File: config.mk
export PLATFORM = sky130hd
export DESIGN_NAME = date_difference_and_add_days_core
export DESIGN_NICKNAME = d
export VERILOG_FILES = /design/src/design/dd_pkg.sv /design/src/design/date_difference_and_add_days_core.sv /design/src/design/dd_alu.sv /design/src/design/dd_check.sv
export SDC_FILE = /design/constraint.sdc
export NUM_CORES = 1
export LEC_CHECK = 0
export BUFFER_PORTS_ARGS = -buffer_cell sky130_fd_sc_hd__buf_2
export CAP_MARGIN = 15
export CORE_UTILIZATION = 35
export DETAILED_ROUTE_END_ITERATION = 8
export GPL_TIMING_DRIVEN = 1
export PLACE_DENSITY = 0.51
export SETUP_SLACK_MARGIN = 0.05
export SYNTH_ARGS = -nofsm -noshare
export SYNTH_HDL_FRONTEND = slang
export SYNTH_SLANG_ARGS = --single-unit
File: constraint.sdc
create_clock -name clk -period 7.4 [get_ports clk]
set_input_delay 0.74 -clock clk [delete_from_list [all_inputs] [get_ports clk]]
set_output_delay 0.74 -clock clk [all_outputs]
set_load 0.01 [all_outputs]
File: src/design/dd_pkg.sv
// Shared types, constants and calendar helpers for the date difference / add days block.
// Depends on nothing; every other file in design/ imports it.
package dd_pkg;

    localparam int DAY_W   = 5;
    localparam int MONTH_W = 4;
    localparam int YEAR_W  = 14;
    localparam int COUNT_W = 20;
    localparam int DIFF_W  = 22;
    localparam int ACC_W   = 24;

    localparam int DAYS_YEAR  = 365;
    localparam int DAYS_LEAP  = 366;
    localparam int DAYS_4Y    = 1461;
    localparam int DAYS_40Y   = 14610;
    localparam int DAYS_400Y  = 146100;
    localparam int JUMP_W     = 18;

    localparam logic [DIFF_W-1:0] DIFF_MAX = '1;

    typedef struct packed {
        logic                mode;
        logic [DAY_W-1:0]    first_day;
        logic [MONTH_W-1:0]  first_month;
        logic [YEAR_W-1:0]   first_year;
        logic [DAY_W-1:0]    second_day;
        logic [MONTH_W-1:0]  second_month;
        logic [YEAR_W-1:0]   second_year;
        logic [COUNT_W-1:0]  day_count;
    } in_t;

    typedef struct packed {
        logic [DIFF_W-1:0]   day_difference;
        logic [DAY_W-1:0]    result_day;
        logic [MONTH_W-1:0]  result_month;
        logic [YEAR_W-1:0]   result_year;
        logic                date_error;
        logic                year_overflow;
    } out_t;

    typedef struct packed {
        logic [ACC_W-1:0] a;
        logic [ACC_W-1:0] b;
        logic             sub;
    } alu_req_t;

    typedef struct packed {
        logic [ACC_W-1:0] sum;
        logic             borrow;
    } alu_rsp_t;

    function automatic logic [DAY_W-1:0] days_in_month(logic [MONTH_W-1:0] m, logic leap);
        logic [DAY_W-1:0] n;
        case (m) inside
            4'd1, 4'd3, 4'd5, 4'd7, 4'd8, 4'd10, 4'd12: n = 5'd31;
            4'd4, 4'd6, 4'd9, 4'd11:                    n = 5'd30;
            4'd2:                                       n = leap ? 5'd29 : 5'd28;
            default:                                    n = 5'd0;
        endcase
        return n;
    endfunction

    // Days in the year before the first of month m.
    function automatic logic [8:0] days_before_month(logic [MONTH_W-1:0] m, logic leap);
        logic [8:0] n;
        case (m)
            4'd2:    n = 9'd31;
            4'd3:    n = 9'd59;
            4'd4:    n = 9'd90;
            4'd5:    n = 9'd120;
            4'd6:    n = 9'd151;
            4'd7:    n = 9'd181;
            4'd8:    n = 9'd212;
            4'd9:    n = 9'd243;
            4'd10:   n = 9'd273;
            4'd11:   n = 9'd304;
            4'd12:   n = 9'd334;
            default: n = 9'd0;
        endcase
        if (leap && m > 4'd2)
            n = n + 9'd1;
        return n;
    endfunction

endpackage

File: src/design/date_difference_and_add_days_core.sv
// Top level of the calendar date block: sequencer, operand selection and result register.
// Depends on dd_pkg, dd_check and dd_alu.
//
// One request word is taken when start is high and busy is low; the result word appears on
// result for exactly one cycle with done high, and the receiver cannot hold it off. Every
// year divisible by 4 is a leap year. In mode 0 the block forms the signed difference of the
// two day numbers by accumulating eight terms (year*365, leap days, days before the month,
// day of month, for A then B) through one shared add/subtract unit, then takes the magnitude
// and saturates it. In mode 1 the same unit walks date A forward: month steps up to the next
// 1 January, then jumps of 400, 40, 4 and 1 years while the remaining count allows and the
// year stays in range, then month steps to the final day. One unit operation per cycle, so
// the length of a mode 1 request depends on the start date and the count. busy is low again
// in the cycle that shows done, so a new word may be accepted while a result is on the port.
module date_difference_and_add_days_core #(
    parameter int MAX_YEAR     = 9999,
    parameter int DEFAULT_YEAR = 2002
) (
    input  logic         clk,
    input  logic         rst_n,
    input  logic         start,
    input  dd_pkg::in_t  req,
    output logic         busy,
    output logic         done,
    output dd_pkg::out_t result
);
    import dd_pkg::*;

    // The walking year never passes the larger of MAX_YEAR and DEFAULT_YEAR by more than 400.
    localparam int YTOP = ((MAX_YEAR > DEFAULT_YEAR) ? MAX_YEAR : DEFAULT_YEAR) + 401;
    localparam int YR_W = $clog2(YTOP + 1);

    typedef enum logic [3:0] {
        ST_IDLE = 4'b0001,
        ST_DIFF = 4'b0010,
        ST_ADD  = 4'b0100,
        ST_FIN  = 4'b1000
    } state_t;

    typedef enum logic [4:0] {
        LV_400   = 5'b00001,
        LV_40    = 5'b00010,
        LV_4     = 5'b00100,
        LV_1     = 5'b01000,
        LV_MONTH = 5'b10000
    } level_t;

    state_t                state_reg, state_next;
    logic                  done_reg, done_next;
    out_t                  result_reg, result_next;

    level_t                level_reg, level_next;
    logic                  mode_reg, mode_next;
    logic                  err_reg, err_next;
    logic                  ovf_reg, ovf_next;
    logic [DAY_W-1:0]      d_reg, d_next;
    logic [MONTH_W-1:0]    m_reg, m_next;
    logic [YR_W-1:0]       y_reg, y_next;
    logic [DAY_W-1:0]      bd_reg, bd_next;
    logic [MONTH_W-1:0]    bm_reg, bm_next;
    logic [YEAR_W-1:0]     by_reg, by_next;
    logic [COUNT_W-1:0]    left_reg, left_next;
    logic [ACC_W-1:0]      acc_reg, acc_next;
    logic [2:0]            step_reg, step_next;

    logic [DAY_W-1:0]      a_day, b_day;
    logic [MONTH_W-1:0]    a_month, b_month;
    logic [YEAR_W-1:0]     a_year, b_year;
    logic                  a_bad, b_bad;

    alu_req_t              alu_req;
    alu_rsp_t              alu_rsp;

    logic                  accept;
    logic                  at_jan1;
    logic                  leap;
    logic [DAY_W-1:0]      month_len;
    logic [5:0]            month_room;
    logic [JUMP_W-1:0]     jump_days;
    logic [8:0]            jump_years;
    logic [YR_W-1:0]       y_sum;
    logic                  y_over;
    logic [ACC_W-1:0]      term;
    logic [DAY_W-1:0]      t_day;
    logic [MONTH_W-1:0]    t_month;
    logic [YR_W-1:0]       t_year;
    logic [ACC_W-1:0]      magnitude;

    dd_check #(.MAX_YEAR(MAX_YEAR), .DEFAULT_YEAR(DEFAULT_YEAR)) u_check_a (
        .day       (req.first_day),
        .month     (req.first_month),
        .year      (req.first_year),
        .fix_day   (a_day),
        .fix_month (a_month),
        .fix_year  (a_year),
        .bad       (a_bad)
    );

    dd_check #(.MAX_YEAR(MAX_YEAR), .DEFAULT_YEAR(DEFAULT_YEAR)) u_check_b (
        .day       (req.second_day),
        .month     (req.second_month),
        .year      (req.second_year),
        .fix_day   (b_day),
        .fix_month (b_month),
        .fix_year  (b_year),
        .bad       (b_bad)
    );

    dd_alu u_alu (
        .req (alu_req),
        .rsp (alu_rsp)
    );

    assign busy   = (state_reg != ST_IDLE);
    assign done   = done_reg;
    assign result = result_reg;
    assign accept = start && !busy;

    // Walk-side helpers: month length, days left in month plus one, jump size for the level.
    assign at_jan1    = (d_reg == DAY_W'(1)) && (m_reg == MONTH_W'(1));
    assign leap       = (y_reg[1:0] == 2'b00);
    assign month_len  = days_in_month(m_reg, leap);
    assign month_room = {1'b0, month_len} - {1'b0, d_reg} + 6'd1;

    always_comb
    begin
        unique case (level_reg)
            LV_400:
            begin
                jump_days  = JUMP_W'(DAYS_400Y);
                jump_years = 9'd400;
            end
            LV_40:
            begin
                jump_days  = JUMP_W'(DAYS_40Y);
                jump_years = 9'd40;
            end
            LV_4:
            begin
                jump_days  = JUMP_W'(DAYS_4Y);
                jump_years = 9'd4;
            end
            LV_1:
            begin
                jump_days  = leap ? JUMP_W'(DAYS_LEAP) : JUMP_W'(DAYS_YEAR);
                jump_years = 9'd1;
            end
            default:
            begin
                jump_days  = '0;
                jump_years = 9'd1;
            end
        endcase
    end

    // Year adder: jump size on a jump step, one on a December rollover.
    assign y_sum  = y_reg + ((at_jan1 && level_reg != LV_MONTH) ? YR_W'(jump_years) : YR_W'(1));
    assign y_over = (32'(y_sum) > 32'(MAX_YEAR));

    // Difference terms: step bit 2 picks date B, which is subtracted.
    assign t_day   = step_reg[2] ? bd_reg : d_reg;
    assign t_month = step_reg[2] ? bm_reg : m_reg;
    assign t_year  = step_reg[2] ? YR_W'(by_reg) : y_reg;

    always_comb
    begin
        case (step_reg[1:0])
            2'd0:    term = ACC_W'(t_year * DAYS_YEAR);
            2'd1:    term = ACC_W'((t_year + 3) >> 2);
            2'd2:    term = ACC_W'(days_before_month(t_month, t_year[1:0] == 2'b00));
            default: term = ACC_W'(t_day);
        endcase
    end

    always_comb
    begin
        alu_req = '{a: '0, b: '0, sub: 1'b0};
        unique case (state_reg)
            ST_DIFF:
            begin
                alu_req.a   = acc_reg;
                alu_req.b   = term;
                alu_req.sub = step_reg[2];
            end
            ST_ADD:
            begin
                alu_req.a   = ACC_W'(left_reg);
                alu_req.b   = (at_jan1 && level_reg != LV_MONTH) ? ACC_W'(jump_days)
                                                                 : ACC_W'(month_room);
                alu_req.sub = 1'b1;
            end
            ST_FIN:
            begin
                // Negate the accumulator for the magnitude.
                alu_req.b   = acc_reg;
                alu_req.sub = 1'b1;
            end
            default:
            begin
                alu_req = '{a: '0, b: '0, sub: 1'b0};
            end
        endcase
    end

    assign magnitude = acc_reg[ACC_W-1] ? alu_rsp.sum : acc_reg;

    always_comb
    begin
        state_next  = state_reg;
        done_next   = 1'b0;
        result_next = result_reg;
        level_next  = level_reg;
        mode_next   = mode_reg;
        err_next    = err_reg;
        ovf_next    = ovf_reg;
        d_next      = d_reg;
        m_next      = m_reg;
        y_next      = y_reg;
        bd_next     = bd_reg;
        bm_next     = bm_reg;
        by_next     = by_reg;
        left_next   = left_reg;
        acc_next    = acc_reg;
        step_next   = step_reg;

        unique case (state_reg)
            ST_IDLE:
            begin
                if (accept)
                begin
                    // Latch the cleaned dates; date B only counts in mode 0.
                    mode_next  = req.mode;
                    err_next   = a_bad | (~req.mode & b_bad);
                    ovf_next   = 1'b0;
                    d_next     = a_day;
                    m_next     = a_month;
                    y_next     = YR_W'(a_year);
                    bd_next    = b_day;
                    bm_next    = b_month;
                    by_next    = b_year;
                    left_next  = req.day_count;
                    acc_next   = '0;
                    step_next  = '0;
                    level_next = LV_400;
                    state_next = req.mode ? ST_ADD : ST_DIFF;
                end
            end
            ST_DIFF:
            begin
                acc_next  = alu_rsp.sum;
                step_next = step_reg + 3'd1;
                if (step_reg == 3'd7)
                    state_next = ST_FIN;
            end
            ST_ADD:
            begin
                if (at_jan1 && level_reg != LV_MONTH)
                begin
                    // Take the jump if the count covers it and the year stays in range,
                    // otherwise drop to the next smaller jump.
                    if (!alu_rsp.borrow && !y_over)
                    begin
                        left_next = alu_rsp.sum[COUNT_W-1:0];
                        y_next    = y_sum;
                    end
                    else
                    begin
                        unique case (level_reg)
                            LV_400:  level_next = LV_40;
                            LV_40:   level_next = LV_4;
                            LV_4:    level_next = LV_1;
                            default: level_next = LV_MONTH;
                        endcase
                    end
                end
                else if (alu_rsp.borrow)
                begin
                    // Remaining count fits in this month.
                    d_next     = d_reg + left_reg[DAY_W-1:0];
                    state_next = ST_FIN;
                end
                else
                begin
                    left_next = alu_rsp.sum[COUNT_W-1:0];
                    d_next    = DAY_W'(1);
                    if (m_reg == MONTH_W'(12))
                    begin
                        m_next = MONTH_W'(1);
                        y_next = y_sum;
                        if (y_over)
                        begin
                            ovf_next   = 1'b1;
                            state_next = ST_FIN;
                        end
                    end
                    else
                    begin
                        m_next = m_reg + MONTH_W'(1);
                    end
                end
            end
            ST_FIN:
            begin
                result_next.date_error = err_reg;
                if (mode_reg)
                begin
                    result_next.day_difference = '0;
                    result_next.year_overflow  = ovf_reg;
                    if (ovf_reg)
                    begin
                        result_next.result_day   = DAY_W'(31);
                        result_next.result_month = MONTH_W'(12);
                        result_next.result_year  = YEAR_W'(MAX_YEAR);
                    end
                    else
                    begin
                        result_next.result_day   = d_reg;
                        result_next.result_month = m_reg;
                        result_next.result_year  = YEAR_W'(y_reg);
                    end
                end
                else
                begin
                    result_next.day_difference = (magnitude[ACC_W-1:DIFF_W] != '0)
                                               ? DIFF_MAX : magnitude[DIFF_W-1:0];
                    result_next.result_day     = '0;
                    result_next.result_month   = '0;
                    result_next.result_year    = '0;
                    result_next.year_overflow  = 1'b0;
                end
                done_next  = 1'b1;
                state_next = ST_IDLE;
            end
            default:
            begin
                state_next = ST_IDLE;
            end
        endcase
    end

    always_ff @(posedge clk or negedge rst_n)
    begin
        if (!rst_n)
        begin
            state_reg <= ST_IDLE;
            done_reg  <= 1'b0;
        end
        else
        begin
            state_reg <= state_next;
            done_reg  <= done_next;
        end
    end

    always_ff @(posedge clk)
    begin
        result_reg <= result_next;
        level_reg  <= level_next;
        mode_reg   <= mode_next;
        err_reg    <= err_next;
        ovf_reg    <= ovf_next;
        d_reg      <= d_next;
        m_reg      <= m_next;
        y_reg      <= y_next;
        bd_reg     <= bd_next;
        bm_reg     <= bm_next;
        by_reg     <= by_next;
        left_reg   <= left_next;
        acc_reg    <= acc_next;
        step_reg   <= step_next;
    end

endmodule

File: src/design/dd_alu.sv
// Shared add/subtract unit of the date block.
// Depends on dd_pkg (alu_req_t, alu_rsp_t).
module dd_alu (
    input  dd_pkg::alu_req_t req,
    output dd_pkg::alu_rsp_t rsp
);
    import dd_pkg::*;

    logic [ACC_W:0] full;

    // Borrow is the inverted carry of an unsigned subtract.
    assign full       = {1'b0, req.a} + {1'b0, (req.sub ? ~req.b : req.b)} + (ACC_W+1)'(req.sub);
    assign rsp.sum    = full[ACC_W-1:0];
    assign rsp.borrow = req.sub & ~full[ACC_W];

endmodule

File: src/design/dd_check.sv
// Date validation: flag a bad date and substitute 1.1 of the default year.
// Depends on dd_pkg (days_in_month, field widths).
module dd_check #(
    parameter int MAX_YEAR     = 9999,
    parameter int DEFAULT_YEAR = 2002
) (
    input  logic [dd_pkg::DAY_W-1:0]   day,
    input  logic [dd_pkg::MONTH_W-1:0] month,
    input  logic [dd_pkg::YEAR_W-1:0]  year,
    output logic [dd_pkg::DAY_W-1:0]   fix_day,
    output logic [dd_pkg::MONTH_W-1:0] fix_month,
    output logic [dd_pkg::YEAR_W-1:0]  fix_year,
    output logic                       bad
);
    import dd_pkg::*;

    assign bad = (32'(year) > 32'(MAX_YEAR)) || (day == '0)
               || (day > days_in_month(month, year[1:0] == 2'b00));

    assign fix_day   = bad ? DAY_W'(1)   : day;
    assign fix_month = bad ? MONTH_W'(1) : month;
    assign fix_year  = bad ? YEAR_W'(DEFAULT_YEAR) : year;

endmodule

==> After elaboration in Yosys (flattened, before gate mapping) <==
Memory sizes are Yosys's and may differ from the RTL's.
Index checks and enable logic that the tools add are counted.
{ "classes": {"addsub": 10, "n_mul": 1, "div": 0, "magnitude_cmp": 6, "eq_ne": 63, "shifts": 0, "mux": 76, "bitwise": 7, "n_reduce_logical": 38} }
{ "ops": {"columns": ["cell", "count"], "rows": [
  ["$mux W14", 7],
  ["$pmux W24 S2", 2],
  ["$mux W5", 17],
  ["$mux W20", 4],
  ["$pmux W25 S3", 1],
  ["$mux W24", 3],
  ["$pmux W18 S4", 1],
  ["$pmux W23 S3", 1],
  ["$eq A4 B4 Y1 const B", 16],
  ["$eq A4 B3 Y1 const B", 13],
  ["$mux W4", 12],
  ["$gt A14 B14 Y1 const B", 3],
  ["$pmux W20 S2", 1],
  ["$eq A4 B2 Y1 const B", 7],
  ["$pmux W14 S2", 1],
  ["$mux W9", 3],
  ["$pmux W9 S3", 1],
  ["$add A24 B24 Y25", 1],
  ["$add A25 B1 Y25", 1],
  ["$not A24 Y24", 1],
  ["$mul A14 B9 Y23 const B", 1],
  ["$mux W23", 1],
  ["$mux W22", 1],
  ["$reduce_or A7 Y1", 3],
  ["other kinds (48)", 99]
]} }
{ "totals": {"register_bits": 153, "latchBits": 0, "ram_bits": 0, "mem_bits_ro": 144, "inputBits": 70, "out_inout_bits": 49, "word_cells": 225, "mem_count": 1} }
{ "memory_table": {"columns": ["memory", "words", "width", "rd", "rd_clocked_by_memory_dff", "write_ports", "line_no", "rtl"], "rows": [
  ["(name not given)", 16, 9, 1, 0, 0, "dd_pkg.sv:66", "case (m)"]
]} }

==> Longest topological paths before layout <==
{ "logic_depth": {"ltp_word": 20, "ltp_mapped": 36, "ltp_nobuf": 33} }

==> By module <==
A second synthesis with hierarchy kept.
{ "unflattened": {"hier_cells": 1467, "area_unflattened_um2": 14053.5} }
{ "by_module_without_submodules": {"columns": ["module", "instances", "cells_per_inst", "area_each_um2", "seq_area_each_um2"], "rows": [
  ["date_difference_and_add_days_core", 1, 1104, 11374.7, 4570.6],
  ["dd_alu", 1, 223, 1647.8, 0.0],
  ["dd_check", 2, 70, 515.5, 0.0]
]} }

==> Least setup slack after synthesis <==
Ideal clock, no wire load.
{ "synth_timing": {"path_type": "reg-to-reg", "startpoint": "reg step_reg[2]", "endpoint": "reg left_reg[0] (enable)", "setup_time_ns": 0.376, "arrival_ns": 7.762, "required_time_ns": 7.024, "slack_ns": -0.737, "stages_incl_launch_ff": 32, "path_buffers": 3, "period_less_slack_ns": 8.137, "cell_sequence": "edfxtp_1 -> buf_6 -> buf_2 -> buf_1 -> mux2i_1 -> inv_1 -> ha_1 -> inv_1 -> fa_1 -> inv_1 -> fa_1 -> inv_1 -> fa_1 -> inv_1 -> ha_1 -> a21boi_0 -> o21ai_0 -> a211oi_1 -> o311a_1 -> o21a_1 -> o21ai_0 -> o311a_1 -> a21oi_1 -> xnor2_1 -> ha_1 -> and3_1 -> nand4_1 -> o21ai_1 -> a21o_1 -> a211o_1 -> and2_1 -> a21o_1"} }
{ "synth_between": {"elab_chain_len": 17, "elab_cells_between_ends": 25, "classes_between": "4 x add/sub; 1 x mul; 1 x order compare; 2 x eq/ne; 8 x mux; 3 x bitwise; 5 x reduce/logical; 1 x memory"} }
{ "synth_rtl": {"columns": ["element", "line_no", "rtl"], "rows": [
  ["start, declared", "date_difference_and_add_days_core.sv:63", "logic [2:0] step_reg, step_next;"],
  ["start signal, assigned", "date_difference_and_add_days_core.sv:369", "step_reg <= step_next;"],
  ["parallel branches: the longest is 6 deep, another holds $mul A14 B9 Y23", null, null],
  ["$pmux W25 S3 (*)", "date_difference_and_add_days_core.sv:177", "unique case (state_reg)"],
  ["$not A24 Y24", "dd_alu.sv:12", "assign full = {1'b0, req.a} + {1'b0, (req.sub ? ~req.b : req.b)} + (ACC_W+1)'(req.sub);"],
  ["$mux W24", "dd_alu.sv:12", null],
  ["$add A24 B24 Y25", "dd_alu.sv:12", null],
  ["$add A25 B1 Y25", "dd_alu.sv:12", null],
  ["$not A1 Y1", "dd_alu.sv:14", "assign rsp.borrow = req.sub & ~full[ACC_W];"],
  ["$and A1 B1 Y1 (*)", "dd_alu.sv:14", null],
  ["$logic_not A1 Y1", "date_difference_and_add_days_core.sv:260", "if (!alu_rsp.borrow && !y_over)"],
  ["$logic_and A1 B1 Y1", "date_difference_and_add_days_core.sv:260", null],
  ["$ne A3 B3 Y1 (no line)", null, null],
  ["$reduce_and A4 Y1 (no line) (*)", null, null],
  ["end signal, assigned", "date_difference_and_add_days_core.sv:367", "left_reg <= left_next;"],
  ["end, declared", "date_difference_and_add_days_core.sv:61", "logic [COUNT_W-1:0] left_reg, left_next;"]
]} }
Every way passes the cells marked *. The select of a mux whose other input is x is not followed.
A chain may end at the register's enable or synchronous reset.

==> Worst setup path in the final report <==
{ "layout_timing": {"startpoint": "reg step_reg[2]", "endpoint": "reg result_reg, in the netlist result[43], data pin"} }
{ "layout_between": {"elab_chain_len": 14, "elab_cells_between_ends": 21, "classes_between": "4 x add/sub; 1 x mul; 1 x order compare; 10 x mux; 1 x bitwise; 3 x reduce/logical; 1 x memory"} }
{ "layout_rtl": {"columns": ["element", "line_no", "rtl"], "rows": [
  ["parallel branches: the longest is 6 deep, another holds $mul A14 B9 Y23", null, null],
  ["$pmux W25 S3 (*)", "date_difference_and_add_days_core.sv:177", null],
  ["$not A24 Y24", "dd_alu.sv:12", null],
  ["$mux W24", "dd_alu.sv:12", null],
  ["$add A24 B24 Y25", "dd_alu.sv:12", null],
  ["$add A25 B1 Y25 (*)", "dd_alu.sv:12", null],
  ["$mux W24 (*)", "date_difference_and_add_days_core.sv:204", "assign magnitude = acc_reg[ACC_W-1] ? alu_rsp.sum : acc_reg;"],
  ["$reduce_bool A2 Y1", "date_difference_and_add_days_core.sv:323", "result_next.day_difference = (magnitude[ACC_W-1:DIFF_W] != '0)"],
  ["$mux W22 (*)", "date_difference_and_add_days_core.sv:324", "? DIFF_MAX : magnitude[DIFF_W-1:0];"],
  ["end signal, assigned", "date_difference_and_add_days_core.sv:356", "result_reg <= result_next;"],
  ["end, declared", "date_difference_and_add_days_core.sv:49", "out_t result_reg, result_next;"]
]} }
Marked as above.

==> metrics <==
Clock Path Buffers 2; DP HPWL 31.9 mm; Root Buffer clkbuf_16; wire length per cell 19.9 µm; clock-pin slew on the worst setup and hold paths around 0.07 ns; cts hold-fix bufs 0; Rel. slew slack 16.2%; number of global-route vias before repair about 11000; Synth Flop Type edfxtp_1; Syn Inst Count 1377; Post-synth EDFFs 148; Final Setup Violations 0; most common library cells after synthesis edfxtp_1, inv_1, nor2_1; f_max 137 MHz; ant diodes 0; number of flip-flops in the largest register 47; Net Count, Synth 1614; status finished clean; FP Rows 70; # clock sinks around 150; slowest CP cell fa_1; Vias 11200; die span in x 196 µm; FF-to-FF setup slack 0.11 ns; largest net degree at the start of global routing 74; synth warn 0; Final min period 7.29 ns; final net count 1843; final setup TNS 0 ns; GRT Util Overall 22.1%; Initial DRC Count approximately 740; worst setup path class reg -> reg; IO Count approximately 120; RR Startpoint step_reg[2]; worst slew pin tran 1.26 ns; Arr. time, crit path 7.47 ns; drc violations 0; Synth Cell Area ~0.013 mm²; largest area contributor in the netlist edfxtp_1; period utilisation layout 98.6%; global-route wire length before repair 64.4 mm; Final Max Slew Viols 0; input/output buffers around 120; Final Skew approximately 0.013 ns; drt via density 5.27; Worst R2R Path Depth 32; critical path startpoint category flip-flop; Critical Path End Type flip-flop; drt pass-1 iters 5; Routed Antenna Nets 0; most numerous cell in the Yosys netlist edfxtp_1; Seq/Total Area, Yosys 34.6%; CTS tree yes; Area contributors post-synth edfxtp_1, ha_1, fa_1; layout cell share with drive strength beyond 1 28.5%; Max Cap Viol 0; Data required, critical path 7.58 ns; Yosys top cell area share 33.6%; Yosys reg bits 153; Distinct cells, synth 79; Vert. Die Dim 196 µm; average size of a mapped cell 9.60 µm²; slowest stage delay, CP 0.55 ns; later-pin clock latency in the skew report around 0.45 ns; core area 0.0369 mm²; GRT overflow 0; Die ar. 0.0385 mm²; initial core utilization between 30% and 40%; RSZ-0062 raised after global routing true; HP Class in -> async; routability congestion estimate 0.900; initial antenna violation count 0; r2r endpoint result[43]; WL final about 42 mm; number of CTS-inserted buffers 17; Hold Vio Cnt, Final 0; Area Overhead vs Synth 27.7%; H-tree depth 4; CP max FO 7; Post-synth ARST share 3.27%
[cell usage in the layout (no fill, tap or decap), drive strengths merged, types with 5 or more instances in the layout]
cell type,instances
a211oi,25
a21o,19
a21oi,75
a221oi,11
a222oi,6
a22o,27
a22oi,9
a31oi,13
and2,32
and3,10
buf,263
clkbuf,20
clkinv,6
edfxtp,148
fa,39
ha,128
inv,137
mux2,8
mux2i,28
nand2,104
nand2b,19
nand3,32
nand3b,7
nor2,131
nor2b,10
nor3,17
nor3b,5
nor4,10
nor4b,5
o211ai,8
o21a,22
o21ai,66
o21bai,8
o221ai,6
o31ai,11
or2,8
or3,6
xnor2,50
xor2,32
[logic make-up (layout without fill, tap and decap cells)]
kind of cell	after synthesis	count (layout)	synth area share, %
buffers and inverters	192	434	5.63
and+or+nand+nor	409	409	15.0
AOI/OAI and AO/OA	338	338	18.4
adders and majority gates	167	167	18.0
xor gates and xnor gates	82	82	5.44
muxes	36	36	2.90
DFF	153	153	34.6
[through the flow]
stage	setup WS [ns]	area, µm²	hold slack (ns)	cells	util (%)
final	0.106	16900	0.108	2123	45.7
after global routing	-0.204	16900	0.100	2123	45.7
after CTS	0.0463	16300	0.0878	2109	44.2
after detailed placement	-0.230	15300	0.437	2066	41.5
after global placement	-0.134	15300	0.441	2066	41.5
after floorplan	0.0500	13300	0.400	1377	-
[critical path, delay by kind of cell, from the launching register on]
kind / cells / cell delay [ns]
simple gates: 5 / 0.86
compound gates: 12 / 2.11
buf+inv: 5 / 0.62
xor+xnor: 2 / 0.33
mux: 2 / 0.55
fa+ha+maj: 6 / 2.08
flops: 1 / 0.46
[metal layers]
metal | GRT usage (%) | wire, µm | vias up
met3 | 3.25 | 1550 | 41
met4 | 6.25 | 753 | 0
met2 | 35.2 | 19500 | 217
li1 | - | - | 5407
met5 | 0 | 0 | -
met1 | 30.9 | 20500 | 5521
[repair_timing]
action / in CTS / in global routing
buffers inserted: 8 / 13
cloned: 3 / 3
pin swaps: 20 / 78
resized for setup: 48 / 96
endpoints found under the setup margin: 73 / 75
[layout make-up]
| cell class | count | area (µm²) |
|---|---|---|
| flip-flops and latches | 153 | 4570 |
| clock inverters | 15 | 200 |
| well taps | 504 | 631 |
| clock buffers | 17 | 425 |
| fillers | 3545 | 20000 |
| multi-input cells | 1032 | 8670 |
| inverters | 136 | 519 |
| repair buffers | 266 | 1850 |
[worst max-delay path by stage]
stage | cells past startpoint | to | slack, ns | from
global placement | 29 | y_reg[8] | -0.13 | step_reg[2]
global route | 33 | result[43] | -0.20 | step_reg[2]
finish | 32 | result[43] | 0.11 | step_reg[2]
detailed placement | 29 | y_reg[8] | -0.23 | step_reg[2]
CTS | 30 | result[45] | 0.05 | step_reg[2]
floorplan | 33 | result[30] | 0.05 | step_reg[2]
Power is left out: the tool's default activity adds up to more than one toggle a clock period on the data nets, which glitch-free logic cannot reach.
